File: config.mk
export PLATFORM = sky130hd
export DESIGN_NAME = olrb_reader
export DESIGN_NICKNAME = d
export VERILOG_FILES = /design/src/assert_macros.svh /design/src/olrb_pkg.sv /design/src/olrb_reader.sv
export SDC_FILE = /design/constraint.sdc
export NUM_CORES = 1
export LEC_CHECK = 0
export ABC_AREA = 1
export CORE_AREA = 5 5 168 170
export CTS_CLUSTER_SIZE = 10
export DETAILED_ROUTE_END_ITERATION = 8
export DIE_AREA = 0 0 173 175
export DONT_BUFFER_PORTS = 1
export MAX_ROUTING_LAYER = met4
export PLACE_DENSITY = 0.51
export SYNTH_ARGS = -nofsm -noshare
export SYNTH_HDL_FRONTEND = slang
export SYNTH_SLANG_ARGS = --single-unit
File: constraint.sdc
create_clock -name clk_i -period 9.1 [get_ports clk_i]
set_clock_uncertainty 0.05 [all_clocks]
set_input_delay 0.455 -clock clk_i [delete_from_list [all_inputs] [get_ports clk_i]]
set_output_delay 0.455 -clock clk_i [all_outputs]
set_load 0.005 [all_outputs]
File: src/assert_macros.svh
// Assertion helpers shared by the RTL.
// Both macros sample on clk_i; the first one also stays quiet while rst_ni is low.
`ifndef ASSERT_MACROS_SVH
`define ASSERT_MACROS_SVH

`ifndef ASSERT_OFF
`define ASSERT_RST(label, prop, msg) \
  label: assert property (@(posedge clk_i) disable iff (!rst_ni) (prop)) else $error(msg);
`define ASSERT_CLK(label, prop, msg) \
  label: assert property (@(posedge clk_i) (prop)) else $error(msg);
`else
`define ASSERT_RST(label, prop, msg)
`define ASSERT_CLK(label, prop, msg)
`endif

`endif

File: src/olrb_pkg.sv
`timescale 1ns / 1ps

package olrb_pkg;

  localparam int unsigned CntW = 7;
  localparam logic [CntW-1:0] ChunkLimitReset = 7'd64;

  typedef enum logic [1:0] {
    OP_WRITE = 2'd0,
    OP_READ  = 2'd1,
    OP_DRAIN = 2'd2,
    OP_ACK   = 2'd3
  } op_e;

  typedef enum logic [1:0] {
    ST_IDLE,
    ST_SUB,
    ST_FIT,
    ST_ISSUE
  } ctrl_state_e;

  typedef struct packed {
    op_e             opcode;
    logic [7:0]      data_byte;
    logic            write_last;
    logic [31:0]     cursor_in;
    logic [CntW-1:0] max_len;
    logic            send_ok;
  } in_item_t;

  typedef struct packed {
    logic [7:0]      out_byte;
    logic            byte_valid;
    logic            last;
    logic [31:0]     cursor_out;
    logic [CntW-1:0] byte_count;
    logic [31:0]     overrun_total;
    logic [31:0]     send_error_total;
    logic [31:0]     bytes_sent_total;
    logic [31:0]     datagrams_sent_total;
  } out_item_t;

  typedef struct packed {
    logic [31:0] overrun;
    logic [31:0] send_error;
    logic [31:0] bytes_sent;
    logic [31:0] datagrams;
  } totals_t;

  // One span request from the controller to the reader.
  typedef struct packed {
    logic            status;     // status-only result, no bytes
    logic [31:0]     pos;        // first ring position
    logic [CntW-1:0] cnt;        // bytes to stream
    logic [31:0]     cursor;     // cursor_out of every result
    logic [31:0]     fill_level; // staged head, bounds the written entries
    logic            filled;     // every entry written at least once
  } span_cmd_t;

endpackage

File: src/olrb_reader.sv
`timescale 1ns / 1ps

module olrb_reader import olrb_pkg::*; #(
  parameter int unsigned AW = 11
) (
  input  logic            clk_i,
  input  logic            rst_ni,
  input  logic            cmd_valid_i,
  output logic            cmd_ready_o,
  input  span_cmd_t       cmd_i,
  input  totals_t         totals_i,
  output logic            rd_en_o,
  output logic [AW-1:0]   rd_addr_o,
  input  logic [7:0]      rd_data_i,
  output logic            out_valid_o,
  input  logic            out_ready_i,
  output out_item_t       out_item_o
);

  logic [CntW-1:0] rem_q;
  logic            stat_pend_q;
  logic [AW-1:0]   addr_q;
  logic [AW-1:0]   level_q;
  logic            filled_q;
  logic [31:0]     cursor_q;
  logic [CntW-1:0] count_q;

  // RAM output register acts as the middle stage
  logic rd_v_q, rd_last_q, rd_bv_q, rd_zero_q;
  logic out_v_q;
  out_item_t out_q;

  logic cmd_fire, move, issue, have_bytes;

  assign have_bytes  = (rem_q != '0);
  assign cmd_ready_o = !have_bytes && !stat_pend_q && !rd_v_q;
  assign cmd_fire    = cmd_valid_i && cmd_ready_o;
  assign move        = rd_v_q && (!out_v_q || out_ready_i);
  assign issue       = (have_bytes || stat_pend_q) && (!rd_v_q || move);
  assign rd_en_o     = issue && have_bytes;
  assign rd_addr_o   = addr_q;

  always_ff @(posedge clk_i or negedge rst_ni) begin
    if (!rst_ni) begin
      rem_q       <= '0;
      stat_pend_q <= 1'b0;
      rd_v_q      <= 1'b0;
      out_v_q     <= 1'b0;
    end else begin
      if (cmd_fire) begin
        if (cmd_i.status) begin
          stat_pend_q <= 1'b1;
        end else begin
          rem_q <= cmd_i.cnt;
        end
      end else if (issue) begin
        if (have_bytes) begin
          rem_q <= rem_q - CntW'(1);
        end else begin
          stat_pend_q <= 1'b0;
        end
      end
      if (issue) begin
        rd_v_q <= 1'b1;
      end else if (move) begin
        rd_v_q <= 1'b0;
      end
      if (move) begin
        out_v_q <= 1'b1;
      end else if (out_ready_i) begin
        out_v_q <= 1'b0;
      end
    end
  end

  always_ff @(posedge clk_i) begin
    if (cmd_fire) begin
      addr_q   <= cmd_i.pos[AW-1:0];
      level_q  <= cmd_i.fill_level[AW-1:0];
      filled_q <= cmd_i.filled;
      cursor_q <= cmd_i.cursor;
      count_q  <= cmd_i.cnt;
    end else if (issue && have_bytes) begin
      addr_q <= addr_q + AW'(1);
    end
    if (issue) begin
      if (have_bytes) begin
        rd_last_q <= (rem_q == CntW'(1));
        rd_bv_q   <= 1'b1;
        // never-written entries read as zero
        rd_zero_q <= !(filled_q || (addr_q < level_q));
      end else begin
        rd_last_q <= 1'b1;
        rd_bv_q   <= 1'b0;
        rd_zero_q <= 1'b1;
      end
    end
    if (move) begin
      out_q.out_byte             <= rd_zero_q ? 8'd0 : rd_data_i;
      out_q.byte_valid           <= rd_bv_q;
      out_q.last                 <= rd_last_q;
      out_q.cursor_out           <= cursor_q;
      out_q.byte_count           <= count_q;
      out_q.overrun_total        <= totals_i.overrun;
      out_q.send_error_total     <= totals_i.send_error;
      out_q.bytes_sent_total     <= totals_i.bytes_sent;
      out_q.datagrams_sent_total <= totals_i.datagrams;
    end
  end

  assign out_valid_o = out_v_q;
  assign out_item_o  = out_q;

endmodule

==> metrics.yaml, run 1 <==
status: "did not finish"
haltStage: "clock tree synthesis (4_1_cts)"
tool.error: "[ERROR RSZ-0060] Max buffer count reached."
cts_buffer_depth: 3
gp_congestion: 0.878
cts.sinks: 252
synth_warnings: 0
synth-seq-area-share: 0.874
die_h_um: 175
place_hpwl_um: 17300
yosysUniqueCellTypes: 27
numCtsBuffers: 30
syn-cell-area_um2: 8600
cts_setup_buffers: 0
dpl_cell_area_um2: 9040
port_buffers: 0
rows: 60
synth_fp_nets: 724
synthCells: 466
cts_resized: 0
start_util: 0.324
ios: 436
htree_levels: 1
cts_root_buffer: "clkbuf_16"
cts_hold_buf: 171
syn_avg_cell_area_um2: 18.5
ys_ff_latch: 252
fp.dieW_um: 173
## kinds of logic after synthesis
| kind of cell | count (synthesis) | share of synthesized area |
|---|---|---|
| AO/OA/AOI/OAI | 23 | 0.0150 |
| XOR/XNOR | 10 | 0.0102 |
| adder cells (fa/ha/maj) | 13 | 0.0189 |
| buffers and inverters | 48 | 0.0224 |
| flip-flops | 252 | 0.874 |
| AND/OR/NAND/NOR | 120 | 0.0598 |
## synthesized netlist by cell type
cell type,count,area (um2)
buf_4,1,7.51
xnor2_1,3,26.3
nor2_4,2,22.5
nor2_2,1,6.26
a21oi_1,7,35.0
ha_1,13,163
a31oi_1,1,6.26
o21ai_0,11,55.1
a211oi_1,1,7.51
o21ai_2,1,8.76
nand4_4,1,21.3
nand2_1,76,285
nor3_1,2,10.0
inv_1,43,161
clkbuf_1,1,3.75
inv_2,1,3.75
a41oi_1,1,8.76
nand3_1,9,45.0
nand4_1,4,25.0
nand2_2,2,12.5
edfxtp_1,242,7270
buf_2,1,5.00
nor2_1,23,86.3
dfrtp_1,10,250
buf_6,1,11.3
o21bai_1,1,7.51
xor2_1,7,61.3
## through the flow
stage	utilization	instances	setup slack, ns
2_1_floorplan	-	466	2.93
3_3_place_gp	0.340	805	6.24
3_5_place_dp	0.340	805	6.13
==> run 2, diff against run 1 <==
- CTS_CLUSTER_SIZE: 10 -> default
- MAX_ROUTING_LAYER: met4 -> default
- PLACE_DENSITY: 0.51 -> default
- PLACE_DENSITY_LB_ADDON: default -> 0.15
- clock period: 9.1 -> 11.8 ns (I/O delays scaled with it)
==> run 2 against run 1 <==
Effect of this change: the run now ends clean; area after synthesis stayed put; synthesized cell count did not move.
==> metrics.yaml, run 2 <==
status: "completed"
p_leak_nw: 3.55
grt_overflow_total: 0
arrival_ns: 3.19
final_cells: 856
synthAdderAreaFrac: 0.0189
synthTopCellsByCount: "edfxtp_1, nand2_1, inv_1"
startpoint: "rem_q[0]$_DFFE_PN0P_"
tritoncts: "built"
largest_reg_flops: 177
vias: 3931
synth_most_common_cell: "edfxtp_1"
relSlewSlack: 0.267
gp_congestion: 0.808
rsz0062_at_grt: "false"
synth_edf_count: 242
synth_warnings: 0
area_growth_pct: 15.9
start_kind: "flop"
path_depth: 8
ys_ff_latch: 252
syn-cell-area_um2: 8600
htree_levels: 1
place_hpwl_um: 16700
synthCells: 466
cts.sinks: 252
numCtsBuffers: 27
switching_share: 0.267
crit_fanout: 44
p_switching_w: 0.000670
drv_cap: 0
min_from: "cmd_i[71]"
yosysTopAreaCellShare: 0.845
ios: 436
grt_pass1_wl_um: 30100
synth-simple-area-share: 0.0598
dieArea_um2: 30300
cts_buffer_depth: 3
r2r-end: "rd_addr_o[5]$_DFFE_PP_"
grt_max_degree: 175
crit_family: "buffers and inverters"
rows: 60
synth_fp_nets: 724
rr_worst_depth: 8
viasPerCell: 4.59
crit_type: "flop to flop"
path_cells: "inv_1, ha_1, nand2_2, nor2_4, nand4_4, inv_2, buf_4, o21ai_0"
r2r-start: "rem_q[0]$_DFFE_PN0P_"
clockPowerShare: 0.342
core_um2: 26600
final_cell_mix: "edfxtp_1, nand2_1, inv_1, clkbuf_16, nor2_1"
setup_slack_ns: 8.80
dpl_cell_area_um2: 9040
layout.nets: 752
grt_usage: 0.135
dp_slack_ns: 8.67
worstMarginPinSlew_ns: 1.10
syn_avg_cell_area_um2: 18.5
synthXorXnorAreaFrac: 0.0102
muxShareOfSynthArea: 0
cts_root_buffer: "clkbuf_16"
finalCriticalPeriod_ns: 3.00
port_buffers: 0
layout_commonest_cell: "edfxtp_1"
cts_setup_buffers: 0
antenna_found_initial: 9
drt_iter0_drc: 251
synth_ff_type: "edfxtp_1"
synth_top_family_by_area: "simple AND/OR/NAND/NOR gates"
start_util: 0.324
grt_pass1_vias: 4069
seq_power_share: 0.545
setup_viol: 0
critPathBufInv: 3
cpPeakStageDelay_ns: 0.60
hold_viol: 0
post-route-util: 0.375
wl_um: 21800
path_clk_slew_ns: 0.06
layout-drive-gt1-share: 0.104
required_ns: 11.99
worstSkewPairLatency_ns: 0.52
fp.dieW_um: 173
synth-seq-area-share: 0.874
drtPass1Iterations: 6
die_h_um: 175
reg2reg_slack_ns: 8.80
powerDensity_nw_per_um2: 251
hold_path_class: "primary input to flop"
placed_cells_incl_taps: 805
cell_internal_pwr_w: 0.00184
cp-end-kind: "flop"
synth_largest_area_cell: "edfxtp_1"
endpoint: "rd_addr_o[5]$_DFFE_PP_"
drtAntennaViolNets: 0
synth-compound-area-share: 0.0150
finalInstanceArea_um2: 9970
finalSetupTns_ns: 0
critPathSlowestCell: "inv_2"
async_reset_ff_frac: 0.0397
ys_top_cells_by_area: "edfxtp_1, nand2_1, dfrtp_1, ha_1, inv_1"
combPwrFrac: 0.113
irDropWorstVdd_uv: 138
wl_per_cell_um: 25.4
drc: 0
yosysUniqueCellTypes: 27
slew_viol_final: 0
fmax_mhz: 334
period_share: 0.254
[run 2: cell counts after synthesis]
No cell type changed its count.
[run 2: cell families (layout without fill, tap and decap cells)]
logic type	after synthesis	count (layout)
buffers and inverters	48	94
DFF	252	252
AOI/OAI and AO/OA	23	23
other	0	3
adders and majority gates	13	13
and+or+nand+nor	120	120
xor gates and xnor gates	10	10
[run 2: worst min-delay path by stage]
stage,to,slack (ns),cells past startpoint
floorplan,out_valid_o$_DFFE_PN0P_,0.24,0
global placement,rem_q[1]$_DFFE_PN0P_,0.24,0
detailed placement,rem_q[2]$_DFFE_PN0P_,0.24,0
CTS,count_q[2]$_DFFE_PP_,0.08,0
global route,count_q[2]$_DFFE_PP_,0.08,0
finish,count_q[6]$_DFFE_PP_,0.12,0
[run 2: power by group through the flow]
stage / sequential [W] / clock [W] / combinational [W]
after floorplan: 0.00137 / 0 / 0.000222
after global placement: 0.00139 / 0 / 0.000277
after detailed placement: 0.00139 / 0 / 0.000286
after CTS: 0.00137 / 0.000888 / 0.000289
after global routing: 0.00138 / 0.000926 / 0.000326
final: 0.00137 / 0.000857 / 0.000282
[run 2: per-stage QoR]
step                power [W]  hold slack [ns]
floorplan             0.00160            0.244
global placement      0.00166            0.245
detailed placement    0.00167            0.245
CTS                   0.00255           0.0843
global route          0.00264           0.0850
finish                0.00250            0.116
[run 2: routing by layer]
layer / up-vias / global-route usage / wire length [um]
li1: 1749 / - / -
met2: 230 / 0.249 / 12000
met5: - / 0 / 92
met1: 1899 / 0.135 / 7160
met3: 41 / 0.0617 / 2110
met4: 12 / 0.0416 / 414
[run 2: area by class of cell]
cell class	count	area, um2
Sequential cell	252	7520
Fill cell	2481	16600
Inverter	44	165
Timing Repair Buffer	3	37.5
Tap cell	341	427
Clock inverter	18	228
Antenna cell	3	7.51
Clock buffer	29	683
Multi-Input combinational cell	166	905
[run 2: timing repair]
item                                   in CTS  in global routing
gates resized for setup                     0                  0
endpoints found under the hold margin      10                  0
hold buffers                                1                  0
Power figures use the tool's default switching activity.
==> run 3, diff against run 2 <==
- clock period: 11.8 -> 2.7 ns (I/O delays scaled with it)
==> run 3 against run 2 <==
Effect of this change: the run now fails in clock tree synthesis (4_1_cts); area after synthesis unchanged; synthesized cell count is the same.
==> metrics.yaml, run 3 <==
status: "did not finish"
haltStage: "clock tree synthesis (4_1_cts)"
tool.error: "[ERROR RSZ-0060] Max buffer count reached."
synth-compound-area-share: 0.0150
syn_avg_cell_area_um2: 18.5
synthCells: 466
port_buffers: 0
cts_setup_buffers: 0
numCtsBuffers: 27
synth_fp_nets: 724
muxShareOfSynthArea: 0
async_reset_ff_frac: 0.0397
ys_ff_latch: 252
fp.dieW_um: 173
synthTopCellsByCount: "edfxtp_1, nand2_1, inv_1"
htree_levels: 1
syn-cell-area_um2: 8600
cts_buffer_depth: 3
dpl_cell_area_um2: 9140
yosysUniqueCellTypes: 27
synth_largest_area_cell: "edfxtp_1"
cts.sinks: 252
synth_edf_count: 242
ios: 436
yosysTopAreaCellShare: 0.845
start_util: 0.324
gp_congestion: 0.812
cts_root_buffer: "clkbuf_16"
synthAdderAreaFrac: 0.0189
cts_hold_buf: 173
synth_warnings: 0
synthXorXnorAreaFrac: 0.0102
rows: 60
cts_resized: 0
synth_top_family_by_area: "simple AND/OR/NAND/NOR gates"
die_h_um: 175
synth_ff_type: "edfxtp_1"
synth_most_common_cell: "edfxtp_1"
ys_top_cells_by_area: "edfxtp_1, nand2_1, dfrtp_1, ha_1, inv_1"
synth-simple-area-share: 0.0598
place_hpwl_um: 16900
synth-seq-area-share: 0.874
run 3: cell counts after synthesis:
Identical to the previous run, type by type.
run 3: kinds of logic after synthesis:
group / after synthesis
buf+inv: 48
simple gates: 120
flops: 252
fa+ha+maj: 13
xor+xnor: 10
compound gates: 23
run 3: per-stage QoR:
step	setup TNS (ns)	instances	util	worst slack, ns
after floorplan	-202.69	466	-	-1.15
after global placement	0	813	0.344	0.358
after detailed placement	0	813	0.344	0.338
